===== config.mk =====
export PLATFORM = sky130hd
export DESIGN_NAME = msb_first_bit_packer_unit
export DESIGN_NICKNAME = d
export VERILOG_FILES = /design/src/bpk_pkg.sv /design/src/bpk_fifo.sv /design/src/bpk_front.sv /design/src/bpk_back.sv /design/src/msb_first_bit_packer_unit.sv
export SDC_FILE = /design/constraint.sdc
export NUM_CORES = 1
export LEC_CHECK = 0
export CORE_ASPECT_RATIO = 0.5
export CORE_UTILIZATION = 50
export DETAILED_ROUTE_END_ITERATION = 7
export DONT_BUFFER_PORTS = 1
export PLACE_DENSITY = 0.68
export REMOVE_ABC_BUFFERS = 1
export SLEW_MARGIN = 20
export SYNTH_ARGS = -nofsm -noshare
export SYNTH_HDL_FRONTEND = slang
export SYNTH_SLANG_ARGS = --single-unit

===== constraint.sdc =====
create_clock -name clk -period 4.8 [get_ports clk]
set_clock_uncertainty 0.15 [all_clocks]
set_input_delay 0.96 -clock clk [delete_from_list [all_inputs] [get_ports clk]]
set_output_delay 0.96 -clock clk [all_outputs]
set_load 0.01 [all_outputs]

===== src/bpk_pkg.sv =====
// Package for the MSB-first bit packer: field widths, defaults, item codes.
// No dependencies; used by every module of the block but bpk_fifo.
`default_nettype none

package bpk_pkg;

    localparam int VALUE_W         = 32;
    localparam int COUNT_W         = 6;
    localparam int BYTE_W          = 8;
    localparam int MAX_BITS_DEF    = 32;
    localparam int QUEUE_DEPTH_DEF = 4;

    typedef enum logic
    {
        REQ_PUT   = 1'b0,
        REQ_ALIGN = 1'b1
    } req_t;

endpackage

`default_nettype wire


===== src/bpk_fifo.sv =====
// Small register queue between the front and back parts of the bit packer.
// Depends on nothing but its parameters.
`default_nettype none

module bpk_fifo #(
    parameter int W     = 8,
    parameter int DEPTH = 4,
    localparam int PTR_W = (DEPTH > 1) ? $clog2(DEPTH) : 1,
    localparam int CNT_W = $clog2(DEPTH + 1)
) (
    input  wire logic         clk,
    input  wire logic         rst_n,
    input  wire logic         wr_en,
    input  wire logic [W-1:0] wr_data,
    output logic              wr_full,
    input  wire logic         rd_en,
    output logic [W-1:0]      rd_data,
    output logic              rd_valid
);

    logic [W-1:0]     mem_reg [DEPTH];
    logic [PTR_W-1:0] wr_ptr_reg;
    logic [PTR_W-1:0] wr_ptr_next;
    logic [PTR_W-1:0] rd_ptr_reg;
    logic [PTR_W-1:0] rd_ptr_next;
    logic [CNT_W-1:0] count_reg;
    logic [CNT_W-1:0] count_next;
    logic             do_wr;
    logic             do_rd;

    assign wr_full  = (count_reg == CNT_W'(DEPTH));
    assign rd_valid = (count_reg != '0);
    assign rd_data  = mem_reg[rd_ptr_reg];
    assign do_wr    = wr_en && !wr_full;
    assign do_rd    = rd_en && rd_valid;

    always_comb
    begin
        wr_ptr_next = wr_ptr_reg;
        rd_ptr_next = rd_ptr_reg;
        count_next  = count_reg;
        if (do_wr)
        begin
            wr_ptr_next = (wr_ptr_reg == PTR_W'(DEPTH - 1)) ? '0 : wr_ptr_reg + 1'b1;
        end
        if (do_rd)
        begin
            rd_ptr_next = (rd_ptr_reg == PTR_W'(DEPTH - 1)) ? '0 : rd_ptr_reg + 1'b1;
        end
        if (do_wr && !do_rd)
        begin
            count_next = count_reg + 1'b1;
        end
        else if (do_rd && !do_wr)
        begin
            count_next = count_reg - 1'b1;
        end
    end

    always_ff @(posedge clk or negedge rst_n)
    begin
        if (!rst_n)
        begin
            wr_ptr_reg <= '0;
            rd_ptr_reg <= '0;
            count_reg  <= '0;
        end
        else
        begin
            wr_ptr_reg <= wr_ptr_next;
            rd_ptr_reg <= rd_ptr_next;
            count_reg  <= count_next;
        end
    end

    always_ff @(posedge clk)
    begin
        if (do_wr)
        begin
            mem_reg[wr_ptr_reg] <= wr_data;
        end
    end

endmodule

`default_nettype wire


===== src/bpk_front.sv =====
// Front part of the bit packer: takes put and align transactions, merges them
// with the partial byte and queues the completed bytes. Uses bpk_pkg.
`default_nettype none

module bpk_front #(
    parameter int MAX_BITS = bpk_pkg::MAX_BITS_DEF,
    localparam int ACC_W  = MAX_BITS + 7,
    localparam int NBYTES = (MAX_BITS + 7) / 8,
    localparam int WORD_W = NBYTES * 8,
    localparam int NB_W   = $clog2(NBYTES + 1),
    localparam int TOT_W  = $clog2(ACC_W + 1)
) (
    input  wire logic                          clk,
    input  wire logic                          rst_n,
    input  wire logic                          push,
    input  wire logic                          req_type,
    input  wire logic [bpk_pkg::VALUE_W-1:0]   bit_value,
    input  wire logic [bpk_pkg::COUNT_W-1:0]   bit_count,
    input  wire logic                          q_full,
    output logic                               q_push,
    output logic [WORD_W-1:0]                  q_word,
    output logic [NB_W-1:0]                    q_nb
);

    import bpk_pkg::*;

    logic [BYTE_W-1:0]  partial_reg;
    logic [BYTE_W-1:0]  partial_next;
    logic [2:0]         filled_reg;
    logic [2:0]         filled_next;
    logic               accept;
    logic [COUNT_W-1:0] cnt;
    logic [ACC_W-1:0]   mask;
    logic [ACC_W-1:0]   joined;
    logic [TOT_W-1:0]   total;
    logic [2:0]         rem;
    logic [BYTE_W-1:0]  align_byte;
    logic [NB_W-1:0]    nb;

    assign accept = push && !q_full;
    assign q_push = accept && (nb != '0);
    assign q_nb   = nb;

    always_comb
    begin
        cnt = bit_count;
        if (int'(bit_count) > MAX_BITS)
        begin
            cnt = COUNT_W'(MAX_BITS);
        end
        mask   = ~({ACC_W{1'b1}} << cnt);
        joined = (ACC_W'(partial_reg) << cnt) | (ACC_W'(bit_value) & mask);
        total  = TOT_W'(filled_reg) + TOT_W'(cnt);
        rem    = total[2:0];
        // pad to the boundary: shift left by 8 - filled
        align_byte = partial_reg << (3'd0 - filled_reg);

        if (req_t'(req_type) == REQ_ALIGN)
        begin
            nb           = (filled_reg != '0) ? NB_W'(1) : '0;
            q_word       = WORD_W'(align_byte) << (WORD_W - BYTE_W);
            partial_next = '0;
            filled_next  = '0;
        end
        else
        begin
            nb = NB_W'(total >> 3);
            // complete bytes, first one moved to the top of the word
            q_word       = WORD_W'(joined >> rem) << {NB_W'(NBYTES) - nb, 3'b000};
            partial_next = BYTE_W'(joined) & ~(8'hFF << rem);
            filled_next  = rem;
        end
    end

    always_ff @(posedge clk or negedge rst_n)
    begin
        if (!rst_n)
        begin
            partial_reg <= '0;
            filled_reg  <= '0;
        end
        else if (accept)
        begin
            partial_reg <= partial_next;
            filled_reg  <= filled_next;
        end
    end

endmodule

`default_nettype wire


===== src/bpk_back.sv =====
// Back part of the bit packer: unloads one queued run and hands out its bytes
// one per transaction, marking the last. Uses bpk_pkg.
`default_nettype none

module bpk_back #(
    parameter int MAX_BITS = bpk_pkg::MAX_BITS_DEF,
    localparam int NBYTES = (MAX_BITS + 7) / 8,
    localparam int WORD_W = NBYTES * 8,
    localparam int NB_W   = $clog2(NBYTES + 1)
) (
    input  wire logic                       clk,
    input  wire logic                       rst_n,
    input  wire logic                       q_valid,
    input  wire logic [WORD_W-1:0]          q_word,
    input  wire logic [NB_W-1:0]            q_nb,
    output logic                            q_pop,
    input  wire logic                       pop,
    output logic                            empty,
    output logic [bpk_pkg::BYTE_W-1:0]      out_byte,
    output logic                            last_of_run
);

    import bpk_pkg::*;

    logic              busy_reg;
    logic              busy_next;
    logic [WORD_W-1:0] word_reg;
    logic [WORD_W-1:0] word_next;
    logic [NB_W-1:0]   left_reg;
    logic [NB_W-1:0]   left_next;
    logic              take;

    assign empty       = !busy_reg;
    assign out_byte    = word_reg[WORD_W-1 -: BYTE_W];
    assign last_of_run = (left_reg == NB_W'(1));
    assign take        = pop && busy_reg;
    // refill straight after the last byte of a run goes out
    assign q_pop       = q_valid && (!busy_reg || (take && last_of_run));

    always_comb
    begin
        busy_next = busy_reg;
        word_next = word_reg;
        left_next = left_reg;
        if (q_pop)
        begin
            busy_next = 1'b1;
            word_next = q_word;
            left_next = q_nb;
        end
        else if (take)
        begin
            if (last_of_run)
            begin
                busy_next = 1'b0;
            end
            word_next = word_reg << BYTE_W;
            left_next = left_reg - 1'b1;
        end
    end

    always_ff @(posedge clk or negedge rst_n)
    begin
        if (!rst_n)
        begin
            busy_reg <= 1'b0;
            left_reg <= '0;
        end
        else
        begin
            busy_reg <= busy_next;
            left_reg <= left_next;
        end
    end

    always_ff @(posedge clk)
    begin
        word_reg <= word_next;
    end

endmodule

`default_nettype wire


===== src/msb_first_bit_packer_unit.sv =====
// MSB-first bit packer. A put transaction appends the low bit_count bits of
// bit_value (count saturated to MAX_BITS), an align transaction zero-pads to the
// next byte boundary; each completed byte comes out as one result transaction,
// the last byte of each item flagged by last_of_run. One item is accepted per
// cycle while full is low; the output side gives one byte per cycle while pop is
// high, so an item that completes k bytes (up to (MAX_BITS+7)/8) holds the output
// port for its k bytes and the QUEUE_DEPTH-entry run queue between the parts soaks
// up bursts. With the output side idle, an accepted item's bytes are written
// into the run queue and then loaded into the back part's output register.
// Depends on bpk_pkg, bpk_fifo, bpk_front and bpk_back.
`default_nettype none

module msb_first_bit_packer_unit #(
    parameter int MAX_BITS    = bpk_pkg::MAX_BITS_DEF,
    parameter int QUEUE_DEPTH = bpk_pkg::QUEUE_DEPTH_DEF
) (
    input  wire logic                          clk,
    input  wire logic                          rst_n,
    input  wire logic                          push,
    output logic                               full,
    input  wire logic                          req_type,
    input  wire logic [bpk_pkg::VALUE_W-1:0]   bit_value,
    input  wire logic [bpk_pkg::COUNT_W-1:0]   bit_count,
    input  wire logic                          pop,
    output logic                               empty,
    output logic [bpk_pkg::BYTE_W-1:0]         out_byte,
    output logic                               last_of_run
);

    import bpk_pkg::*;

    localparam int NBYTES = (MAX_BITS + 7) / 8;
    localparam int WORD_W = NBYTES * 8;
    localparam int NB_W   = $clog2(NBYTES + 1);

    logic              q_push;
    logic              q_full;
    logic [WORD_W-1:0] q_in_word;
    logic [NB_W-1:0]   q_in_nb;
    logic              q_pop;
    logic              q_valid;
    logic [WORD_W-1:0] q_out_word;
    logic [NB_W-1:0]   q_out_nb;

    assign full = q_full;

    bpk_front #(
        .MAX_BITS (MAX_BITS)
    ) u_front (
        .clk       (clk),
        .rst_n     (rst_n),
        .push      (push),
        .req_type  (req_type),
        .bit_value (bit_value),
        .bit_count (bit_count),
        .q_full    (q_full),
        .q_push    (q_push),
        .q_word    (q_in_word),
        .q_nb      (q_in_nb)
    );

    bpk_fifo #(
        .W     (WORD_W + NB_W),
        .DEPTH (QUEUE_DEPTH)
    ) u_queue (
        .clk      (clk),
        .rst_n    (rst_n),
        .wr_en    (q_push),
        .wr_data  ({q_in_word, q_in_nb}),
        .wr_full  (q_full),
        .rd_en    (q_pop),
        .rd_data  ({q_out_word, q_out_nb}),
        .rd_valid (q_valid)
    );

    bpk_back #(
        .MAX_BITS (MAX_BITS)
    ) u_back (
        .clk         (clk),
        .rst_n       (rst_n),
        .q_valid     (q_valid),
        .q_word      (q_out_word),
        .q_nb        (q_out_nb),
        .q_pop       (q_pop),
        .pop         (pop),
        .empty       (empty),
        .out_byte    (out_byte),
        .last_of_run (last_of_run)
    );

endmodule

`default_nettype wire


==> results by group, run 1 <==
Status
  – Outcome: finished, final reports clean

Clock network
  – Clock buffer depth: 2
  – H-tree levels: 4
  – Number of clock sinks: 193
  – Setup bufs post-CTS: 0
  – Clock Root Buffer: clkbuf_16
  – CTS tree: built
  – Clock buffers created by TritonCTS: 17
  – Hold Buf Count CTS: 0
  – Worst-path clk slew: 0.08 ns
  – Post-CTS sizing: 0
  – Clk_lat worst skew: 0.43 ns

Critical path
  – R2r setup slk: 0.80 ns
  – Worst Reg2Reg Path Length in Cells: 9
  – Worst reg2reg endpoint: u_queue.mem_reg[0][17]
  – CP Capture Type: flop
  – Worst Setup Path Type: primary input to flop
  – Critical path peak fanout: 71
  – RR Startpoint: u_front.partial_reg[0]
  – Arrival time at the worst endpoint: 4.23 ns
  – Worst Path Required: 4.95 ns
  – CP startpoint kind: primary input
  – CP startpoint: bit_count[5]

Logic synthesis
  – FFs w/ async S/R, synth: 10.9%
  – Area leader, netlist: edfxtp_1
  – Yosys warning total: 0
  – Synth Flop Type: edfxtp_1
  – Yosys top cell area share: 43.8%
  – Synth cell types: 91
  – Commonest cells in the netlist: edfxtp_1 (172), nand2_1 (154), nor2_1 (65), clkbuf_1 (51), mux4_2 (43)
  – Syn Area/Cell: 11.1 um^2
  – Most common cell in the synthesized netlist: edfxtp_1
  – Sequential area share after synthesis: 48.3%
  – Register bit count reported by yosys: 193
  – Area contributors post-synth: edfxtp_1 (44%), mux4_2 (8.2%), nand2_1 (4.9%), dfrtp_1 (4.5%), mux2i_1 (2.3%)
  – Gate count after technology mapping: 1058
  – EDFF count, synth: 172
  – Netlist Area Pre-Place: 11800 um^2

STA
  – Final hold vios: 0
  – Relative slew slack: 44.6%
  – Tcrit/Tclk final: 84.9%
  – Finish-stage setup viols: 0
  – RSZ-0062 raised after global routing: no
  – Post-route minimum period: 4.08 ns
  – Slew @ Worst Pin: 0.824 ns
  – Final Slew Violations: 0
  – Fmax: 245 MHz

Floorplanning
  – Core area: 23000 um^2
  – Number of I/O pins: 54
  – Die Y-Extent: 111 um
  – Die X: 219 um
  – Initial Util: 51.3%
  – Die area: 24200 um^2
  – Row count: 39

Route
  – Via count: 8990
  – Routed len/inst: 24.6 um
  – Vias per cell: 6.74
  – Post-route DRC: 0
  – Final wirelength: 32800 um
  – Final ANT Viol Nets: 0
  – DR pass1 iterations: 7
  – DRT iter0 DRCs: 1027

Min path
  – Hold/Removal Path Class: primary input to async pin

Layout
  – Fillers: 1918
  – Final Util: 54.9%
  – Final nets: 1072
  – Number of flip-flops in the largest register: 140
  – Share of cells above drive strength 1: 15.3%
  – # diodes: 0
  – Design area: 12600 um^2
  – Syn-to-layout area delta: 6.99%

Global route
  – Via count of the first global-routing pass: 8442
  – Initial antenna violation count: 0
  – GRT Total Usage: 27.6%
  – Gr ovfl total: 0
  – First-pass GRT wire length: 50400 um
  – Largest net degree at the start of global routing: 72

Place
  – DP Area: 12000 um^2
  – Buffers on Ports: 0
  – Detail Placement HPWL: 22800 um
  – Placer Congestion: 0.966

Pwr
  – Leakage: 4.52 nW
  – Peak VDD IR: 0.279 mV
  – Pwr dens: 548 nW/um^2

Flow run
  – Max-Cap Viols: 0
==> cell usage in the layout, fill, tap and decap left out, types with 15 or more instances in the layout <==
master     count
inv_1         28
buf_4         29
mux4_2        43
mux2_2        16
nand2_1      154
dfrtp_1       20
a21oi_1       40
clkbuf_16     17
mux2i_1       27
nor2_1        61
nor3_1        27
edfxtp_1     172
nand3_1       17
a211oi_1      18
o21ai_0       33
a22oi_1       15
==> power by group <==
| group | internal, W | switching, W |
|---|---|---|
| clock network | 0.000763 | 0.000636 |
| registers | 0.00229 | 0.000224 |
| logic | 0.00120 | 0.00180 |
==> area by class of cell <==
type | count | area [um^2] | area share (%)
inverters | 33 | 124 | 0.982
clock buffers | 19 | 453 | 3.59
repair buffers | 30 | 238 | 1.88
multi-input cells | 739 | 5580 | 44.2
well taps | 307 | 384 | 3.04
flip-flops and latches | 193 | 5690 | 45.1
clock inverters | 13 | 144 | 1.14
==> routing by layer <==
layer | vias up | share of wire (%) | global-route usage [%]
met3 | 40 | 8.3 | 4.38
li1 | 4038 | - | -
met4 | 0 | 2.1 | 8.29
met5 | - | 0 | 0
met2 | 436 | 45 | 40.8
met1 | 4476 | 45 | 41.8
==> cell families after synthesis <==
kind of cell / after synthesis / share of synthesized area, %
adder cells (fa/ha/maj): 15 / 1.66
AND/OR/NAND/NOR: 357 / 14.7
flip-flops: 193 / 48.3
buffers and inverters: 126 / 4.72
XOR/XNOR: 6 / 0.446
AO/OA/AOI/OAI: 273 / 18.0
multiplexers: 88 / 12.3
==> worst max-delay path, cell delays in order <==
cell	delay, ns
nand2b_2	0.17
inv_2	0.12
ha_1	0.23
ha_1	0.21
or2_2	0.29
o211ai_1	0.33
buf_4	0.34
o21a_1	0.21
a2111oi_0	0.08
a211oi_1	0.50
a21oi_1	0.14
a211oi_1	0.43
buf_4	0.20
==> through the flow <==
step | power (W) | std cells | hold WS [ns] | TNS, ns | setup WS (ns)
finish | 0.00691 | 1334 | 0.0622 | 0 | 0.725
global route | 0.00727 | 1334 | 0.0444 | 0 | 0.582
CTS | 0.00690 | 1334 | 0.0494 | 0 | 0.832
detailed placement | 0.00549 | 1302 | 0.337 | 0 | 0.397
global placement | 0.00543 | 1302 | 0.322 | 0 | 0.514
floorplan | 0.00456 | 965 | 0.305 | -180.45 | -1.07
==> how the worst max path moves through the flow <==
stage / to / slack (ns) / cells after the start
6_report: u_queue.mem_reg[0][19] / 0.72 / 13
5_1_grt: u_queue.mem_reg[2][34] / 0.58 / 17
4_1_cts: u_queue.mem_reg[1][31] / 0.83 / 8
3_5_place_dp: u_queue.mem_reg[0][19] / 0.40 / 13
3_3_place_gp: u_queue.mem_reg[0][19] / 0.51 / 13
2_1_floorplan: u_queue.mem_reg[0][0] / -1.07 / 10
No activity file was read; power rests on OpenSTA's default activity.
==> run 2: changes to the inputs <==
==> constraint.sdc (replaced) <==
create_clock -name clk -period 4 [get_ports clk]
set_clock_uncertainty 0.15 [all_clocks]
set_input_delay 0.8 -clock clk [delete_from_list [all_inputs] [get_ports clk]]
set_output_delay 0.8 -clock clk [all_outputs]
set_load 0.01 [all_outputs]
==> run 2 against run 1 <==
  * Sequential power increased by 18%
  * Sequential share of layout area is 1.6 points lower
  * Count of clock-buffer cells in the layout up 2
  * Hold slack better by 0.12 ns
  * Critical path depth shrank 3
  * Critical endpoint is now u_queue.mem_reg[2][32]
  * Core utilization increased by 2.0 points
  * Largest cell class unchanged
  * Global-route usage up 1.1 points
  * Non-clock buffer count up 52
  * Worst setup slack got worse by 0.48 ns
  * Die area unchanged
==> results by group, run 2 (synthesis gave the netlist of run 1 again) <==
Status
  – Outcome: finished, final reports clean

Floorplanning
  – Die area: 24200 um^2
  – Initial Util: 51.3%
  – Core area: 23000 um^2
  – Row count: 39
  – Number of I/O pins: 54
  – Die Y-Extent: 111 um
  – Die X: 219 um

Clock network
  – Clock buffer depth: 2
  – Number of clock sinks: 193
  – Hold Buf Count CTS: 1
  – Clk_lat worst skew: 0.43 ns
  – Clock buffers created by TritonCTS: 17
  – Setup bufs post-CTS: 0
  – Clock Root Buffer: clkbuf_16
  – CTS tree: built
  – Worst-path clk slew: 0.07 ns
  – Post-CTS sizing: 0
  – H-tree levels: 4

Critical path
  – CP Cell Sequence: buf_4 > mux2_2 > and3_1 > a221oi_1 > mux2_2 > nand2_1 > a2bb2oi_1 > a41oi_1 > o211ai_1 > buf_4
  – RR Startpoint: u_front.partial_reg[0]
  – Arrival time at the worst endpoint: 3.79 ns
  – Critical path peak fanout: 9
  – Max incr delay on CP: 0.74 ns
  – Worst Path Required: 4.03 ns
  – CP startpoint kind: flop
  – Crit-path slowest cell: a221oi_1
  – Worst Reg2Reg Path Length in Cells: 10
  – R2r setup slk: 0.24 ns
  – Worst reg2reg endpoint: u_queue.mem_reg[2][32]
  – Worst Setup Path Type: flop to flop
  – CP Capture Type: flop

Route
  – DR pass1 iterations: 6
  – Final ANT Viol Nets: 0
  – Via count: 9153
  – Post-route DRC: 0
  – DRT iter0 DRCs: 1009
  – Vias per cell: 6.60
  – Routed len/inst: 24.5 um
  – Final wirelength: 33900 um

Pwr
  – Pwr dens: 655 nW/um^2
  – Peak VDD IR: 0.433 mV
  – Leakage: 4.80 nW

Place
  – Placer Congestion: 0.956
  – Buffers on Ports: 0
  – DP Area: 12500 um^2
  – Placed Cells: 1353
  – Detail Placement HPWL: 24300 um

Layout
  – Non-filler cells, final: 1386
  – Commonest non-fill, non-tap cell in the layout: edfxtp_1
  – Design area: 13100 um^2
  – Commonest cells after routing, fill and taps aside: edfxtp_1 (172), nand2_1 (154), buf_4 (73)
  – # diodes: 0
  – Share of cells above drive strength 1: 19.3%
  – Syn-to-layout area delta: 11.0%
  – Final nets: 1124
  – Number of flip-flops in the largest register: 140

STA
  – Post-route setup TNS: 0 ns
  – Tcrit/Tclk final: 93.9%
  – Finish-stage setup viols: 0
  – Post-route minimum period: 3.76 ns
  – RSZ-0062 raised after global routing: no
  – Final Slew Violations: 0
  – Fin Hold WS: 0.185 ns
  – Slew @ Worst Pin: 0.841 ns
  – Relative slew slack: 43.9%
  – Final hold vios: 0
  – Fmax: 266 MHz

Global route
  – Largest net degree at the start of global routing: 72
  – Initial antenna violation count: 0
  – Gr ovfl total: 0
  – GRT Total Usage: 28.7%
  – First-pass GRT wire length: 52300 um
  – Via count of the first global-routing pass: 8718

Flow run
  – Max-Cap Viols: 0

Min path
  – Hold/Removal Path Class: primary input to async pin
-- run 2: cell types whose count changed in the layout (fill, tap and decap cells not counted) --
cell        delta
buf_12         +7
buf_2          +1
buf_4         +44
clkbuf_1       +1
clkbuf_8       +1
clkinv_2       +1
clkinv_4       -1
clkinvlp_4     -1
inv_8          -1
-- run 2: area by class of cell --
cell class | count | area (um^2)
clock buffer | 21 | 470
tap | 307 | 384
timing repair buffer | 82 | 713
fill | 1867 | 9900
sequential | 193 | 5690
inverter | 33 | 124
multi-input combinational | 739 | 5580
clock inverter | 11 | 121
-- run 2: routing by layer --
metal | GRT usage, % | vias up | share of wire, %
li1 | - | 4121 | -
met1 | 42.6 | 4561 | 46
met2 | 42.2 | 420 | 45
met3 | 5.12 | 51 | 7.1
met4 | 10.4 | 0 | 2.3
met5 | 0 | - | 0
-- run 2: worst max-delay path, delay by kind of cell (launching register included) --
kind                   cells  cell delay, ns
AO/OA/AOI/OAI              4            1.45
multiplexers               2            0.65
flip-flops                 1            0.53
buffers and inverters      2            0.42
AND/OR/NAND/NOR            2            0.29
-- run 2: where the power goes --
group / switching [W] / internal, W
logic: 0.00227 / 0.00166
clock network: 0.000751 / 0.000927
registers: 0.000223 / 0.00275
total: 0.00325 / 0.00533
-- run 2: stage by stage --
stage	util (%)	setup slack (ns)	total power, W
finish	56.9	0.244	0.00858
detailed placement	54.3	0.00786	0.00688
CTS	57.0	0.369	0.00856
floorplan	-	-1.71	0.00547
global placement	54.3	0.155	0.00681
global route	56.9	0.0640	0.00902
-- run 2: worst max path at each step --
stage	depth (start not counted)	start	endpoint
final	10	u_front.partial_reg[0]	u_queue.mem_reg[2][32]
after global routing	8	u_front.partial_reg[4]	u_queue.mem_reg[2][31]
after CTS	8	u_front.partial_reg[4]	u_queue.mem_reg[2][31]
after detailed placement	16	bit_count[5]	u_queue.count_reg[2]
after global placement	8	bit_count[1]	u_queue.mem_reg[0][31]
after floorplan	10	bit_count[5]	u_queue.mem_reg[0][0]
==> run 3: changes to the inputs <==
--- a/config.mk
+++ b/config.mk
@@ -5,11 +5,13 @@
 export SDC_FILE = /design/constraint.sdc
 export NUM_CORES = 1
 export LEC_CHECK = 0
+export CELL_PAD_IN_SITES_DETAIL_PLACEMENT = 2
+export CELL_PAD_IN_SITES_GLOBAL_PLACEMENT = 2
 export CORE_ASPECT_RATIO = 0.5
-export CORE_UTILIZATION = 50
+export CORE_UTILIZATION = 44
 export DETAILED_ROUTE_END_ITERATION = 7
 export DONT_BUFFER_PORTS = 1
-export PLACE_DENSITY = 0.68
+export PLACE_DENSITY = 0.84
 export REMOVE_ABC_BUFFERS = 1
 export SLEW_MARGIN = 20
 export SYNTH_ARGS = -nofsm -noshare
==> constraint.sdc (replaced) <==
create_clock -name clk -period 3.5 [get_ports clk]
set_clock_uncertainty 0.15 [all_clocks]
set_input_delay 0.7 -clock clk [delete_from_list [all_inputs] [get_ports clk]]
set_output_delay 0.7 -clock clk [all_outputs]
set_load 0.01 [all_outputs]
==> run 3 against run 2 <==
  * The flow now stops in clock tree synthesis (4_1_cts)
  * Synthesized cell count did not move
  * Area after synthesis unchanged
==> results by group, run 3 <==
Status
  – Outcome: stopped before the end
  – Stage reached: clock tree synthesis (4_1_cts)
  – Error msg: [ERROR DPL-0033] detailed placement checks failed during check placement.

Place
  – Buffers on Ports: 0
  – Placed Cells: 1526
  – DP Area: 13500 um^2
  – Placer Congestion: 0.961
  – Detail Placement HPWL: 40400 um

Clock network
  – Hold Buf Count CTS: 2
  – Number of clock sinks: 193
  – Post-CTS sizing: 90
  – Clock buffers created by TritonCTS: 17
  – H-tree levels: 4
  – Clock buffer depth: 2
  – Setup bufs post-CTS: 10
  – Clock Root Buffer: clkbuf_16

Floorplanning
  – Die X: 234 um
  – Die Y-Extent: 118 um
  – Row count: 41
  – Initial Util: 45.8%
  – Number of I/O pins: 54

Logic synthesis
  – Most common cell in the synthesized netlist: edfxtp_1
  – Area contributors post-synth: edfxtp_1 (44%), mux4_2 (8.2%), nand2_1 (4.9%), dfrtp_1 (4.5%), mux2i_1 (2.3%)
  – Netlist Area Pre-Place: 11800 um^2
  – Register bit count reported by yosys: 193
  – Sequential area share after synthesis: 48.3%
  – Yosys top cell area share: 43.8%
  – Commonest cells in the netlist: edfxtp_1 (172), nand2_1 (154), nor2_1 (65), clkbuf_1 (51), mux4_2 (43)
  – FFs w/ async S/R, synth: 10.9%
  – Synth Flop Type: edfxtp_1
  – Gate count after technology mapping: 1058
  – Synth cell types: 91
  – Yosys warning total: 0
  – Syn Area/Cell: 11.1 um^2
  – Area leader, netlist: edfxtp_1
  – EDFF count, synth: 172
==> run 3: cell counts after synthesis <==
Identical to the previous run, type by type.
==> run 3: logic make-up after synthesis <==
group | after synthesis | share of synthesized area, %
DFF | 193 | 48.3
xor gates and xnor gates | 6 | 0.446
buffers and inverters | 126 | 4.72
adders and majority gates | 15 | 1.66
AOI/OAI and AO/OA | 273 | 18.0
muxes | 88 | 12.3
and+or+nand+nor | 357 | 14.7
==> run 3: stage by stage <==
step | setup TNS, ns | utilization [%] | worst slack (ns) | hold WS [ns]
after global placement | -21.22 | 52.6 | -0.399 | 0.255
after detailed placement | -124.61 | 52.6 | -1.25 | 0.255
after floorplan | -465.07 | - | -2.11 | 0.254
==> run 4: changes to the inputs <==
--- a/config.mk
+++ b/config.mk
@@ -5,13 +5,10 @@
 export SDC_FILE = /design/constraint.sdc
 export NUM_CORES = 1
 export LEC_CHECK = 0
-export CELL_PAD_IN_SITES_DETAIL_PLACEMENT = 2
-export CELL_PAD_IN_SITES_GLOBAL_PLACEMENT = 2
-export CORE_ASPECT_RATIO = 0.5
-export CORE_UTILIZATION = 44
+export CORE_UTILIZATION = 35
 export DETAILED_ROUTE_END_ITERATION = 7
 export DONT_BUFFER_PORTS = 1
-export PLACE_DENSITY = 0.84
+export PLACE_DENSITY_LB_ADDON = 0.15
 export REMOVE_ABC_BUFFERS = 1
 export SLEW_MARGIN = 20
 export SYNTH_ARGS = -nofsm -noshare
==> run 4 against run 3 <==
  * The flow now finishes without violations
==> results by group, run 4 (synthesis gave the netlist of run 1 again) <==
Layout
  – Final nets: 1259
  – Number of flip-flops in the largest register: 140
  – Commonest non-fill, non-tap cell in the layout: buf_4
  – Syn-to-layout area delta: 23.0%
  – # diodes: 0
  – Share of cells above drive strength 1: 30.9%
  – Commonest cells after routing, fill and taps aside: buf_4 (205), edfxtp_1 (172), nand2_1 (154)

Pwr
  – Pwr dens: 738 nW/um^2
  – Peak VDD IR: 0.394 mV
  – Leakage: 5.50 nW

Critical path
  – Worst Setup Path Type: flop to flop
  – RR Startpoint: u_front.partial_reg[6]
  – CP startpoint: u_front.partial_reg[6]
  – CP startpoint kind: flop
  – CP Capture Type: flop
  – CP Cell Sequence: mux2_2 > a32oi_1 > o221ai_1 > mux2_2 > mux4_2 > a21oi_1 > o221ai_2 > buf_4
  – R2r setup slk: 0.09 ns
  – CP Buf/Inv Count: 1
  – Worst reg2reg endpoint: u_queue.mem_reg[1][28]
  – Stages on worst setup path: 8
  – Worst Path Required: 3.54 ns
  – Arrival time at the worst endpoint: 3.45 ns
  – Worst Reg2Reg Path Length in Cells: 8
  – CP delay by family, top: multiplexers
  – Most used cell, CP: mux2_2
  – Critical path peak fanout: 7
  – Crit-path slowest cell: mux4_2
  – CP endpoint: u_queue.mem_reg[1][28]
  – Max incr delay on CP: 0.49 ns

Clock network
  – H-tree levels: 4
  – Number of clock sinks: 193
  – Clock Root Buffer: clkbuf_16
  – CTS tree: built
  – Worst-path clk slew: 0.08 ns
  – Clock buffer depth: 2
  – Clock buffers created by TritonCTS: 17
  – Clk_lat worst skew: 0.43 ns

Route
  – Via count: 9373
  – DRT iter0 DRCs: 525
  – Post-route DRC: 0
  – Routed len/inst: 22.0 um
  – Final wirelength: 36400 um
  – DR pass1 iterations: 5
  – Vias per cell: 5.66
  – Final ANT Viol Nets: 0

STA
  – Finish-stage setup viols: 0
  – Slew @ Worst Pin: 0.695 ns
  – Final hold vios: 0
  – Final setup margin: 0.0950 ns
  – Final Slew Violations: 0
  – Fin Hold WS: 0.0743 ns
  – Relative slew slack: 53.6%
  – RSZ-0062 raised after global routing: yes
  – Tcrit/Tclk final: 97.3%
  – Post-route minimum period: 3.41 ns
  – Fmax: 294 MHz

Floorplanning
  – Die X: 186 um
  – Die area: 34400 um^2
  – Initial Util: 35.9%
  – Core area: 32900 um^2
  – Die Y-Extent: 186 um
  – Row count: 66
  – Number of I/O pins: 54

Place
  – Detail Placement HPWL: 27100 um
  – Placer Congestion: 0.924
  – Post-placement worst setup slack: -0.383 ns
  – Buffers on Ports: 0

Global route
  – Initial antenna violation count: 0
  – First-pass GRT wire length: 56700 um
  – Gr ovfl total: 0
  – Via count of the first global-routing pass: 9310
  – GRT Total Usage: 22.0%
  – Largest net degree at the start of global routing: 72

Flow run
  – Max-Cap Viols: 0

Status
  – Outcome: finished, final reports clean

Min path
  – Hold/Removal Path Class: primary input to async pin
[run 4: worst min path at each step]
stage             start               endpoint  cells past startpoint
6_report          rst_n  u_front.filled_reg[1]                      1
5_1_grt           rst_n  u_front.filled_reg[1]                      1
4_1_cts        req_type  u_front.filled_reg[1]                      1
3_5_place_dp      rst_n  u_front.filled_reg[1]                      0
3_3_place_gp      rst_n  u_queue.wr_ptr_reg[0]                      0
2_1_floorplan     rst_n        u_back.busy_reg                      0
[run 4: cell type report]
cell class / instances / area (um^2)
clock buffer: 18 / 429
clock inverter: 14 / 171
fill: 3175 / 18400
inverter: 33 / 124
multi-input combinational: 739 / 5770
sequential: 193 / 5700
tap: 442 / 553
timing repair buffer: 217 / 1760
[run 4: timing repair]
item                                   4_1_cts  5_1_grt
hold buffers                                 1        0
endpoints found under the hold margin       21        0
pin swaps                                    0        7
setup endpoints to repair                    4       95
buffers inserted                             0        5
gates resized for setup                      5       36
[run 4: per-stage QoR]
step | instance area, um^2 | instances | TNS, ns | total power [W] | util (%)
2_1_floorplan | 11400 | 965 | -465.07 | 0.00625 | -
3_3_place_gp | 13700 | 1618 | -21.10 | 0.00860 | 41.6
3_5_place_dp | 13700 | 1618 | -26.92 | 0.00862 | 41.6
4_1_cts | 14300 | 1651 | 0 | 0.0106 | 43.5
5_1_grt | 14500 | 1656 | -0.131 | 0.0113 | 44.1
6_report | 14500 | 1656 | 0 | 0.0107 | 44.1
[run 4: layer usage]
| metal | vias to the layer above | routed length (um) | global-route usage [%] |
|---|---|---|---|
| met5 | - | 0 | 0 |
| met2 | 280 | 17600 | 36.6 |
| met4 | 0 | 877 | 6.62 |
| li1 | 4385 | - | - |
| met1 | 4666 | 16300 | 29.2 |
| met3 | 42 | 1730 | 3.68 |
[run 4: power breakdown]
group          internal [W]  switching [W]
clock               0.00108       0.000876
combinational       0.00250        0.00286
sequential          0.00314       0.000236
